<file path="config.mk">
export PLATFORM = sky130hd
export DESIGN_NAME = delayed_order_fill_queue
export DESIGN_NICKNAME = d
export VERILOG_FILES = /design/src/dofq_pkg.sv /design/src/dofq_price.sv /design/src/delayed_order_fill_queue.sv
export VERILOG_INCLUDE_DIRS = /design/src /design/src/src
export SDC_FILE = /design/constraint.sdc
export NUM_CORES = 2
export LEC_CHECK = 0
export BUFFER_PORTS_ARGS = -buffer_cell sky130_fd_sc_hd__buf_2
export CAP_MARGIN = 10
export CORE_UTILIZATION = 56
export DETAILED_ROUTE_END_ITERATION = 7
export PLACE_DENSITY = 0.81
export SLEW_MARGIN = 10
export SYNTH_ARGS = -nofsm -noshare
export SYNTH_HDL_FRONTEND = slang
export SYNTH_SLANG_ARGS = --single-unit
export TNS_END_PERCENT = 50
</file>
<file path="constraint.sdc">
create_clock -name clk_i -period 27.5 [get_ports clk_i]
set_input_delay 2.75 -clock clk_i [delete_from_list [all_inputs] [get_ports clk_i]]
set_output_delay 2.75 -clock clk_i [all_outputs]
set_load 0.01 [all_outputs]
</file>
<file path="src/delayed_order_fill_queue_macros.svh">
// Assertion macros shared by the fill queue RTL.
`ifndef DELAYED_ORDER_FILL_QUEUE_MACROS_SVH
`define DELAYED_ORDER_FILL_QUEUE_MACROS_SVH

// Concurrent check on clk_i, off while rst_ni is low.
`define DOFQ_ASSERT(label, prop, msg) \
  label: assert property (@(posedge clk_i) disable iff (!rst_ni) (prop)) else $error(msg);

// Check that an event is followed by a consequence in the next cycle.
`define DOFQ_ASSERT_NEXT(label, ante, cons, msg) \
  label: assert property (@(posedge clk_i) disable iff (!rst_ni) (ante) |=> (cons)) \
    else $error(msg);

`endif

</file>
<file path="src/dofq_pkg.sv">
// Types and constants of the delayed order fill queue.
package dofq_pkg;

  localparam int unsigned MaxFires = 16;
  localparam int unsigned FireW    = 5;

  typedef enum logic {
    CMD_SUBMIT = 1'b0,
    CMD_TICK   = 1'b1
  } dofq_cmd_e;

  typedef enum logic [2:0] {
    KIND_QUEUED    = 3'd0,
    KIND_REJ_PRICE = 3'd1,
    KIND_REJ_FULL  = 3'd2,
    KIND_FILLED    = 3'd3,
    KIND_NONE_DUE  = 3'd4
  } dofq_kind_e;

  typedef enum logic [1:0] {
    CFG_SLIPPAGE = 2'd0,
    CFG_LATENCY  = 2'd1
  } dofq_cfg_e;

  typedef enum logic [1:0] {
    ST_IDLE,
    ST_COUNT,
    ST_EMIT
  } dofq_state_e;

  typedef struct packed {
    logic        command;
    logic [31:0] ord_id;
    logic        is_buy;
    logic        is_market;
    logic [31:0] limit_price;
    logic [31:0] quantity;
    logic [63:0] now_time;
    logic        bid_present;
    logic [31:0] bid_px;
    logic        ask_present;
    logic [31:0] ask_px;
  } dofq_cmd_t;

  typedef struct packed {
    logic [2:0]  result_kind;
    logic [31:0] out_order_id;
    logic        out_is_buy;
    logic [31:0] exec_price;
    logic [31:0] exec_qty;
    logic [63:0] event_time;
    logic [4:0]  fired_count;
    logic [31:0] total_fills;
    logic [31:0] total_rejects;
    logic [63:0] total_filled_qty;
    logic        last;
  } dofq_res_t;

  typedef struct packed {
    logic [31:0] ord_id;
    logic        is_buy;
    logic [31:0] quantity;
    logic [63:0] due_time;
    logic [31:0] price;
  } dofq_slot_t;

endpackage

</file>
<file path="src/dofq_price.sv">
// Fill price of a submitted order from the quote, limit and slippage.
module dofq_price import dofq_pkg::*; (
  input  dofq_cmd_t   cmd_i,
  input  logic [31:0] slippage_i,
  output logic [31:0] price_o
);

  logic [32:0] buy_sum;

  assign buy_sum = {1'b0, cmd_i.ask_px} + {1'b0, slippage_i};

  always_comb begin
    price_o = '0;
    if (cmd_i.is_buy) begin
      if (cmd_i.ask_present &&
          (cmd_i.is_market || cmd_i.ask_px <= cmd_i.limit_price)) begin
        price_o = buy_sum[32] ? '1 : buy_sum[31:0];
      end
    end else begin
      if (cmd_i.bid_present &&
          (cmd_i.is_market || cmd_i.bid_px >= cmd_i.limit_price)) begin
        price_o = (cmd_i.bid_px > slippage_i) ? cmd_i.bid_px - slippage_i : 32'd1;
      end
    end
  end

endmodule

</file>
<file path="src/delayed_order_fill_queue.sv">
// Top level of the delayed order fill queue.
// Commands enter on cmd_i, taken when start_i is high and busy_o is low.
// A submit prices the order at once and answers in the next cycle with one
// result (queued or rejected); a queued order is written to the slot memory.
// busy_o stays low for a submit, so submits may follow every cycle.
// A tick walks the slot memory at one entry a cycle through its single
// read port: a counting pass for the number of due fills, then, if any is
// due, an emitting pass that puts out each due fill (up to 16) and compacts
// the rest in place; with nothing due it instead answers with a single
// "nothing due" result.
// Each result sits on res_o for one cycle with res_valid_o high; res_o.last
// marks the final result of a command. The receiver cannot stall.
// Configuration writes on cfg_valid_i/cfg_ready_o are taken at any time but
// are meant for idle periods; index 0 is slippage, index 1 fill latency.
// Reset empties the queue and clears the totals and registers; no sweep
// of the memory is needed since a slot count tracks the valid slots.
module delayed_order_fill_queue import dofq_pkg::*; #(
  parameter int unsigned QUEUE_DEPTH = 16
) (
  input  logic        clk_i,
  input  logic        rst_ni,
  input  logic        start_i,
  output logic        busy_o,
  input  dofq_cmd_t   cmd_i,
  output logic        res_valid_o,
  output dofq_res_t   res_o,
  input  logic        cfg_valid_i,
  output logic        cfg_ready_o,
  input  logic [1:0]  cfg_index_i,
  input  logic [31:0] cfg_data_i
);

`include "delayed_order_fill_queue_macros.svh"

  localparam int unsigned IdxW = (QUEUE_DEPTH > 1) ? $clog2(QUEUE_DEPTH) : 1;
  localparam int unsigned CntW = $clog2(QUEUE_DEPTH + 1);
  localparam logic [CntW-1:0] Depth = CntW'(QUEUE_DEPTH);
  localparam logic [FireW-1:0] FireCap = FireW'(MaxFires);

  dofq_state_e state_q, state_d;
  logic [31:0] slip_q, lat_q;
  logic [CntW-1:0] cnt_q, cnt_d, rd_ptr_q, rd_ptr_d, keep_q, keep_d, pidx_q;
  logic pv_q, pv_d;
  logic [FireW-1:0] fired_q, fired_d, nemit_q, nemit_d;
  logic [63:0] now_q, now_d;
  logic [31:0] fills_q, fills_d, rejs_q, rejs_d;
  logic [63:0] qsum_q, qsum_d;
  dofq_res_t res_q, res_d;
  logic res_valid_q, res_valid_d;

  dofq_slot_t mem [QUEUE_DEPTH];
  dofq_slot_t rd_data_q, wr_data;
  logic wr_en;
  logic [IdxW-1:0] wr_addr;

  logic [31:0] price;
  logic [64:0] due_sum;
  logic [64:0] qsum_add;
  logic accept, issue, pass_done, is_due;

  dofq_price u_price (
    .cmd_i      (cmd_i),
    .slippage_i (slip_q),
    .price_o    (price)
  );

  assign accept      = start_i && (state_q == ST_IDLE);
  assign busy_o      = (state_q != ST_IDLE);
  assign cfg_ready_o = 1'b1;
  assign res_valid_o = res_valid_q;
  assign res_o       = res_q;

  assign issue     = (rd_ptr_q < cnt_q);
  assign pass_done = !issue && !pv_q;
  assign is_due    = (rd_data_q.due_time <= now_q);
  assign due_sum   = {1'b0, cmd_i.now_time} + {33'd0, lat_q};
  assign qsum_add  = {1'b0, qsum_q} + {33'd0, rd_data_q.quantity};

  // next state
  always_comb begin
    state_d = state_q;
    unique case (state_q)
      ST_IDLE:  if (accept && cmd_i.command == CMD_TICK) state_d = ST_COUNT;
      ST_COUNT: if (pass_done) state_d = (fired_q == '0) ? ST_IDLE : ST_EMIT;
      ST_EMIT:  if (pass_done) state_d = ST_IDLE;
      default:  state_d = ST_IDLE;
    endcase
  end

  // datapath and results
  always_comb begin
    cnt_d       = cnt_q;
    rd_ptr_d    = rd_ptr_q;
    keep_d      = keep_q;
    pv_d        = 1'b0;
    fired_d     = fired_q;
    nemit_d     = nemit_q;
    now_d       = now_q;
    fills_d     = fills_q;
    rejs_d      = rejs_q;
    qsum_d      = qsum_q;
    res_d       = res_q;
    res_valid_d = 1'b0;
    wr_en       = 1'b0;
    wr_addr     = cnt_q[IdxW-1:0];
    wr_data     = rd_data_q;
    unique case (state_q)
      ST_IDLE: begin
        if (accept) begin
          if (cmd_i.command == CMD_SUBMIT) begin
            res_valid_d            = 1'b1;
            res_d.out_order_id     = cmd_i.ord_id;
            res_d.out_is_buy       = cmd_i.is_buy;
            res_d.exec_price       = '0;
            res_d.exec_qty         = '0;
            res_d.event_time       = cmd_i.now_time;
            res_d.fired_count      = '0;
            res_d.last             = 1'b1;
            if (price == '0 || cnt_q == Depth) begin
              res_d.result_kind = (price == '0) ? KIND_REJ_PRICE : KIND_REJ_FULL;
              if (rejs_q != '1) rejs_d = rejs_q + 32'd1;
            end else begin
              res_d.result_kind = KIND_QUEUED;
              res_d.exec_price  = price;
              wr_en             = 1'b1;
              wr_data.ord_id    = cmd_i.ord_id;
              wr_data.is_buy    = cmd_i.is_buy;
              wr_data.quantity  = cmd_i.quantity;
              wr_data.due_time  = due_sum[64] ? '1 : due_sum[63:0];
              wr_data.price     = price;
              cnt_d             = cnt_q + CntW'(1);
            end
            res_d.total_fills      = fills_q;
            res_d.total_rejects    = rejs_d;
            res_d.total_filled_qty = qsum_q;
          end else begin
            now_d    = cmd_i.now_time;
            rd_ptr_d = '0;
            fired_d  = '0;
          end
        end
      end
      ST_COUNT: begin
        if (issue) begin
          rd_ptr_d = rd_ptr_q + CntW'(1);
          pv_d     = 1'b1;
        end
        if (pv_q && is_due && fired_q < FireCap) fired_d = fired_q + FireW'(1);
        if (pass_done) begin
          rd_ptr_d = '0;
          keep_d   = '0;
          nemit_d  = '0;
          if (fired_q == '0) begin
            res_valid_d            = 1'b1;
            res_d.result_kind      = KIND_NONE_DUE;
            res_d.out_order_id     = '0;
            res_d.out_is_buy       = 1'b0;
            res_d.exec_price       = '0;
            res_d.exec_qty         = '0;
            res_d.event_time       = now_q;
            res_d.fired_count      = '0;
            res_d.total_fills      = fills_q;
            res_d.total_rejects    = rejs_q;
            res_d.total_filled_qty = qsum_q;
            res_d.last             = 1'b1;
          end
        end
      end
      ST_EMIT: begin
        if (issue) begin
          rd_ptr_d = rd_ptr_q + CntW'(1);
          pv_d     = 1'b1;
        end
        if (pv_q) begin
          if (is_due && nemit_q < fired_q) begin
            nemit_d = nemit_q + FireW'(1);
            if (fills_q != '1) fills_d = fills_q + 32'd1;
            qsum_d                 = qsum_add[64] ? '1 : qsum_add[63:0];
            res_valid_d            = 1'b1;
            res_d.result_kind      = KIND_FILLED;
            res_d.out_order_id     = rd_data_q.ord_id;
            res_d.out_is_buy       = rd_data_q.is_buy;
            res_d.exec_price       = rd_data_q.price;
            res_d.exec_qty         = rd_data_q.quantity;
            res_d.event_time       = now_q;
            res_d.fired_count      = fired_q;
            res_d.total_fills      = fills_d;
            res_d.total_rejects    = rejs_q;
            res_d.total_filled_qty = qsum_d;
            res_d.last             = (nemit_d == fired_q);
          end else begin
            // keep slot lags the read pointer, so no clash with the read
            wr_en   = 1'b1;
            wr_addr = keep_q[IdxW-1:0];
            keep_d  = keep_q + CntW'(1);
          end
        end
        if (pass_done) cnt_d = keep_q;
      end
      default: ;
    endcase
  end

  always_ff @(posedge clk_i) begin
    if (wr_en) mem[wr_addr] <= wr_data;
    rd_data_q <= mem[rd_ptr_q[IdxW-1:0]];
    res_q     <= res_d;
    pidx_q    <= rd_ptr_q;
  end

  always_ff @(posedge clk_i or negedge rst_ni) begin
    if (!rst_ni) begin
      state_q     <= ST_IDLE;
      slip_q      <= '0;
      lat_q       <= '0;
      cnt_q       <= '0;
      rd_ptr_q    <= '0;
      keep_q      <= '0;
      pv_q        <= 1'b0;
      fired_q     <= '0;
      nemit_q     <= '0;
      now_q       <= '0;
      fills_q     <= '0;
      rejs_q      <= '0;
      qsum_q      <= '0;
      res_valid_q <= 1'b0;
    end else begin
      state_q     <= state_d;
      cnt_q       <= cnt_d;
      rd_ptr_q    <= rd_ptr_d;
      keep_q      <= keep_d;
      pv_q        <= pv_d;
      fired_q     <= fired_d;
      nemit_q     <= nemit_d;
      now_q       <= now_d;
      fills_q     <= fills_d;
      rejs_q      <= rejs_d;
      qsum_q      <= qsum_d;
      res_valid_q <= res_valid_d;
      if (cfg_valid_i && cfg_index_i == CFG_SLIPPAGE) slip_q <= cfg_data_i;
      if (cfg_valid_i && cfg_index_i == CFG_LATENCY)  lat_q  <= cfg_data_i;
    end
  end

  `DOFQ_ASSERT(a_cnt_bound, cnt_q <= Depth, "slot count beyond queue depth")
  `DOFQ_ASSERT(a_emit_bound, state_q != ST_EMIT || nemit_q <= fired_q,
               "more fills emitted than counted")
  `DOFQ_ASSERT(a_keep_lags, !(state_q == ST_EMIT && pv_q) || keep_q <= pidx_q,
               "compaction slot ahead of scan")
  `DOFQ_ASSERT_NEXT(a_submit_answer, accept && cmd_i.command == CMD_SUBMIT,
                    res_valid_q && res_q.last, "submit gave no single result")

endmodule

</file>
== Word level (Yosys, flattened, before mapping) ==
Memories as Yosys holds them, arrays and structs flattened. A register that Yosys moved wholly into a read port is not among the register bits.
Cells that the tools add are included.

* $add $sub $neg: 11
* $mul: 0
* Div/mod/pow operators: 0
* $lt $le $gt $ge: 7
* Equal/unequal tests: 19
* Shift operators: 0
* Mux-type cells: 68
* Bitwise gates (word level): 1
* Reduce and logical (&&, ||, !) cells: 35

{| class="wikitable"
|+ Operators by type and width
! operator !! count
|-
| $mux 298 || 6
|-
| $pmux 298 s3 || 1
|-
| $mux 161 || 4
|-
| $mux 32 || 9
|-
| $add 64x32->65 || 2
|-
| $mux 64 || 2
|-
| $mux 5 || 14
|-
| $add 32x1->32 const B || 2
|-
| $le 64x64->1 || 1
|-
| $ne 32x32->1 const B || 2
|-
| $pmux 5 s2 || 4
|-
| $add 32x32->33 || 1
|-
| $ge 32x32->1 || 1
|-
| $gt 32x32->1 || 1
|-
| $le 32x32->1 || 1
|-
| $logic_not 32->1 || 1
|-
| $sub 32x32->32 || 1
|-
| $add 5x1->5 const B || 5
|-
| $ne 2x2->1 const B || 11
|-
| $mux 1 || 15
|-
| $pmux 5 s3 || 1
|-
| $reduce_and 3->1 || 5
|-
| $mux 2 || 6
|-
| $mux 4 || 3
|-
| other kinds (22) || 42
|}

* Register bits after elaboration: 583
* Bits in latches: 0
* Memory bits (writable): 2576
* Bits in read-only memories: 0
* Input bits: 267
* Output and inout bits: 301
* Logic and storage cells: 167
* Memories: 1

{| class="wikitable"
|+ Memories
! memory !! words !! bits a word !! read ports !! clocked after Yosys merged registers in !! wr ports !! RTL line !! RTL
|-
| mem || 16 || 161 || 1 || 1 || 1 || delayed_order_fill_queue.sv:51 || <nowiki>dofq_slot_t mem [QUEUE_DEPTH];</nowiki>
|}

== Logic depth before layout (Yosys ltp) ==
* Depth in word-level cells: 13
* Depth in mapped cells: 17
* Gate-level depth less buffers: 15

== Hierarchy ==
From an unflattened synthesis, not the netlist that was laid out.

* Cells, all modules: 8203
* Area total of the unflattened synthesis: 138651.7 µm²

{| class="wikitable"
|+ By module, submodules not included
! module !! instances !! cells each !! area an instance (µm²)
|-
| delayed_order_fill_queue || 1 || 7459 || 133455.5
|-
| dofq_price || 1 || 744 || 5196.2
|}

== Worst setup path before layout ==
OpenSTA, ideal clock, no wires.

* Path type: input to register
* From: in start_i
* To: reg res_q (netlist bit res_o[0]) (enable)
* Data arrival time: 24542 ps
* Data required time: 26071 ps
* Slack: 1529 ps
* Cell stages on the path: 3
* Buffers on the path: 0
* Cell sequence: nor2b_1 o21ai_0 a221oi_1

* Cells in the longest elaborated chain, start to end: 3

{| class="wikitable"
|+ RTL lines
! item !! RTL line !! RTL
|-
| from (decl) || delayed_order_fill_queue.sv:22 || <nowiki>input logic start_i,</nowiki>
|-
| $logic_and 1x1->1 || delayed_order_fill_queue.sv:67 || <nowiki>assign accept = start_i && (state_q == ST_IDLE);</nowiki>
|-
| $ne 2x2->1 (no source line) || -- ||
|-
| $reduce_and 7->1 (no source line) || -- ||
|-
| to (signal assigned) || delayed_order_fill_queue.sv:207 || <nowiki>res_q <= res_d;</nowiki>
|-
| to (decl) || delayed_order_fill_queue.sv:48 || <nowiki>dofq_res_t res_q, res_d;</nowiki>
|}

Every way passes these cells.
A chain may end at the register's enable or synchronous reset.

== Worst setup path in the final report ==
* From: in cmd_i[0] (netlist bit)
* To: mem mem[8][25] (netlist bit) (enable)

* Cells in the longest elaborated chain, start to end: 13
* Elaborated cells on any way between the ends: 15
* Those cells by class: 1 x add/sub; 1 x order compare; 9 x mux; 4 x reduce/logical

{| class="wikitable"
|+ RTL lines
! item !! RTL line !! RTL
|-
| from (decl) || delayed_order_fill_queue.sv:24 || <nowiki>input dofq_cmd_t cmd_i,</nowiki>
|-
| $le 32x32->1 || dofq_price.sv:16 || <nowiki>(cmd_i.is_market || cmd_i.ask_px <= cmd_i.limit_price)) begin</nowiki>
|-
| $logic_or 1x1->1 || dofq_price.sv:16 ||
|-
| $logic_and 1x1->1 || dofq_price.sv:15 || <nowiki>if (cmd_i.ask_present &&</nowiki>
|-
| $mux 32 (*) || dofq_price.sv:15 ||
|-
| $mux 32 (*) || dofq_price.sv:14 || <nowiki>if (cmd_i.is_buy) begin</nowiki>
|-
| $logic_not 32->1 (*) || delayed_order_fill_queue.sv:119 || <nowiki>if (price == '0 || cnt_q == Depth) begin</nowiki>
|-
| $logic_or 1x1->1 (*) || delayed_order_fill_queue.sv:119 ||
|-
| $mux 1 (*) || delayed_order_fill_queue.sv:119 ||
|-
| $mux 1 (*) || delayed_order_fill_queue.sv:110 || <nowiki>if (cmd_i.command == CMD_SUBMIT) begin</nowiki>
|-
| $mux 1 (*) || delayed_order_fill_queue.sv:109 || <nowiki>if (accept) begin</nowiki>
|-
| $pmux 1 s2 (*) || delayed_order_fill_queue.sv:107 || <nowiki>unique case (state_q)</nowiki>
|-
| $mux 1 (*) || delayed_order_fill_queue.sv:205 || <nowiki>if (wr_en) mem[wr_addr] <= wr_data;</nowiki>
|-
| $mux 1 (implied by the code) (*) || delayed_order_fill_queue.sv:205 ||
|-
| to (decl) || delayed_order_fill_queue.sv:51 ||
|}

Every way passes the cells marked *; elsewhere a longest branch is shown, timed or not.

==> results.cfg <==
[cells_and_area]
final_common_cell = edfxtp_1
fillCellCount = 16198
areaGrowthSynthToFinish_pct = 13.2
fin_nets = 9550
mostFrequentLayoutCells = 2,874 x edfxtp_1, 805 x mux4_2, 749 x nand2_1
drive_above_1_share_pct = 23.6

[cts]
cts_hold_buf = 0
clock_latency_ns = 1.01
clock-sinks = 3320
cts_tree = done
cts_buffers = 343
htree_num_levels = 5
cts_root_buf = clkbuf_16
ctsResizeCount = 0
cts_buffer_depth = 4
path_clk_slew_ns = 0.06
cts_setup_buffers = 0

[timing]
max_freq_mhz = 101
worst_pin_slew_ns = 1.38
fin_skew_ns = 0.103
period_needed_ns = 9.85
setup_viol = 0
rsz0062_at_grt = no
fin_crit_sh_pct = 35.8
whs_ns = 0.502
relSlewSlack_pct = 8.24
setup_tns_ns = 0
drv_slew = 0
worst_slack_ns = 17.65
hold_viol_final = 0

[setup_path]
regToRegStartpoint = slip_q[12]
r2r_slack_ns = 18.99
slowest_delay_ns = 0.97
cp_common_cell = buf_4
critPathTopFamily = buffers and inverters
cp.required_ns = 28.06
crit_arrival_ns = 10.41
crit_path_max_fanout = 47
endpoint_kind = register
cp_cell_sequence = buf_2 -> ha_1 -> fa_1 -> a211oi_2 -> o31ai_2 -> o211ai_2 -> a2111o_1 -> nand2_1 -> or2_0 -> or4_1 -> nor4_2 -> o221ai_2 -> buf_4 -> nand3_4 -> buf_4 -> o41a_1 -> nor2_4 -> buf_4 -> buf_4
worstReg2RegEnd = mem[8][25]
start_kind = primary input
r2r.worst_path.cells = 17
critical_path_class = primary input to register
cp_num_buf_inv = 5
crit_path_top_delay_cell = buf_4

[detailed_routing]
drc = 5
drtPass1Iterations = 8
drtAntennaViolNets = 0
drt_iter0_markers = 11638
routed_wirelength_um = 409000
via_count = 83499
wl_per_cell_um = 32.5
routed_via_density = 6.62

[power]
power.leakage_nw = 54.6
clkPwrFrac_pct = 29.8
powerDensity_nw_per_um2 = 100
seq_power_share_pct = 44.6
swShare_pct = 31.1
intPower_mw = 10.9
p_sw_mw = 4.91
fin_total_pwr_mw = 15.8
combinationalPowerShare_pct = 25.6
ir_drop_uv = 80.4

[logic_synthesis]
synth_flop_cell = edfxtp_1
synth_edf_count = 2874
synth_fp_nets = 8880
async_flop_share_pct = 8.58
postSynthCellCount = 8331
seq_area_frac_synth_pct = 69.4
syn_area_per_cell_um2 = 16.7
synth_cell_type_count = 98
synth_seq_cells = 3320
ys_warn_count = 0
syn_area_um2 = 139000

[hold_path]
worstHoldStart = now_q[52]
min_delay_worst_endpoint = now_q[52]
hold_depth = 2
hp-class = register to register

[place]
place_ws_ns = 16.81
hpwl_um = 246000
port_buffers = 566
gp_congestion = 0.989

[grt]
antenna_found_initial = 30
grt_use_total_pct = 32.6
gr-total-overflow = 0
grt_max_degree = 127
grt_pass1_wl_um = 583000
grt_pass1_vias = 83530

[floorplan]
chipHeight_um = 501
io_pins = 568
core_region_area_um2 = 247000
dieArea_um2 = 251000
die_w_um = 501
start_util_pct = 56.5
rows = 182

[flow_run]
cap_violations = 0

[status]
violations = design-rule violations
outcome = finished, violations left
[Yosys cell counts (23+ instances only)]
cell / count / area share (%)
xnor2_1: 120 / 0.75
and3_1: 59 / 0.26
nor2b_1: 29 / 0.13
xor2_1: 89 / 0.56
ha_1: 278 / 2.5
a31oi_1: 75 / 0.34
o31ai_1: 36 / 0.19
and2_1: 56 / 0.25
mux4_2: 805 / 13
nand2b_1: 23 / 0.10
o21a_1: 36 / 0.19
a21oi_1: 267 / 0.96
buf_1: 81 / 0.22
nor4_1: 23 / 0.10
edfxtp_1: 2874 / 62
o211ai_1: 36 / 0.19
dfxtp_1: 161 / 2.3
a21o_1: 111 / 0.60
mux2_2: 43 / 0.35
buf_2: 43 / 0.15
nand3_1: 112 / 0.40
a22o_1: 45 / 0.28
clkbuf_1: 284 / 0.77
nand2_1: 751 / 2.0
nor2_1: 281 / 0.76
nor3_1: 68 / 0.24
o21ai_0: 488 / 1.8
or3_1: 23 / 0.10
inv_1: 321 / 0.87
dfrtp_1: 285 / 5.1
nand4_1: 74 / 0.33
[stage by stage]
step,utilization [%],instances,instance area (um2)
floorplan,-,8331,139000
global placement,59.3,11958,146000
detailed placement,59.3,11958,146000
CTS,63.9,12573,157000
global route,63.9,12595,158000
finish,63.9,12604,158000
[flip-flops by register name, summed over array words and instances (netlist names)]
register and count:
res_o 298, mem 2576, slip_q 32, fills_q 32
cnt_q 5, rejs_q 32, rd_data_q 161, pv_q 1
state_q 2, fired_q 5, qsum_q 64, now_q 64
lat_q 32, res_valid_o 1, keep_q 5, rd_ptr_q 5
nemit_q 5
[layout make-up]
type                       count  area (um2)  area share [%]
timing repair buffer         738        4210            2.67
sequential                  3320       96700            61.3
tap                         3312        4140            2.63
clock inverter               167        1910            1.21
inverter                     324        1220           0.771
multi-input combinational   4274       40100            25.4
clock buffer                 448        9340            5.93
antenna                       21        52.6          0.0333
[worst min-delay path, delay by kind of cell (launching register included)]
kind / cells / cell delay, ns
flops: 1 / 0.36
simple gates: 1 / 0.05
compound gates: 1 / 0.06
[worst max path at each step]
stage                          from           to  slack [ns]  depth (start not counted)
after floorplan             start_i     res_o[0]        1.53                          3
after global placement    cmd_i[33]  mem[8][129]       17.01                         20
after detailed placement   cmd_i[0]  mem[8][141]       16.81                         19
after CTS                  cmd_i[0]    mem[8][0]       17.80                         19
after global routing       cmd_i[0]    mem[8][0]       17.34                         19
final                      cmd_i[0]   mem[8][25]       17.65                         19
[layer usage]
layer	GRT usage [%]	vias up	part of all wire, %
li1	-	34188	-
met1	41.4	42120	35
met2	51.1	6068	47
met3	6.68	1105	11
met4	21.9	18	7.5
met5	0	-	0.035
[logic make-up after synthesis]
logic type	count (synthesis)	synth area share [%]
flip-flops	3320	69.4
other	1	0.00269
adder cells (fa/ha/maj)	282	2.55
multiplexers	863	13.5
XOR/XNOR	209	1.31
AND/OR/NAND/NOR	1574	5.16
buffers and inverters	737	2.04
AO/OA/AOI/OAI	1345	6.06
[power groups by stage]
stage                     registers [mW]  clock network (mW)  logic [mW]
after CTS                           7.03                4.73        3.97
after floorplan                     7.32                   0        2.41
after global placement              7.09                   0        3.75
after global routing                7.08                4.92        4.29
final                               7.04                4.71        4.04
after detailed placement            7.12                   0        3.89
Power figures use the tool's default switching activity.
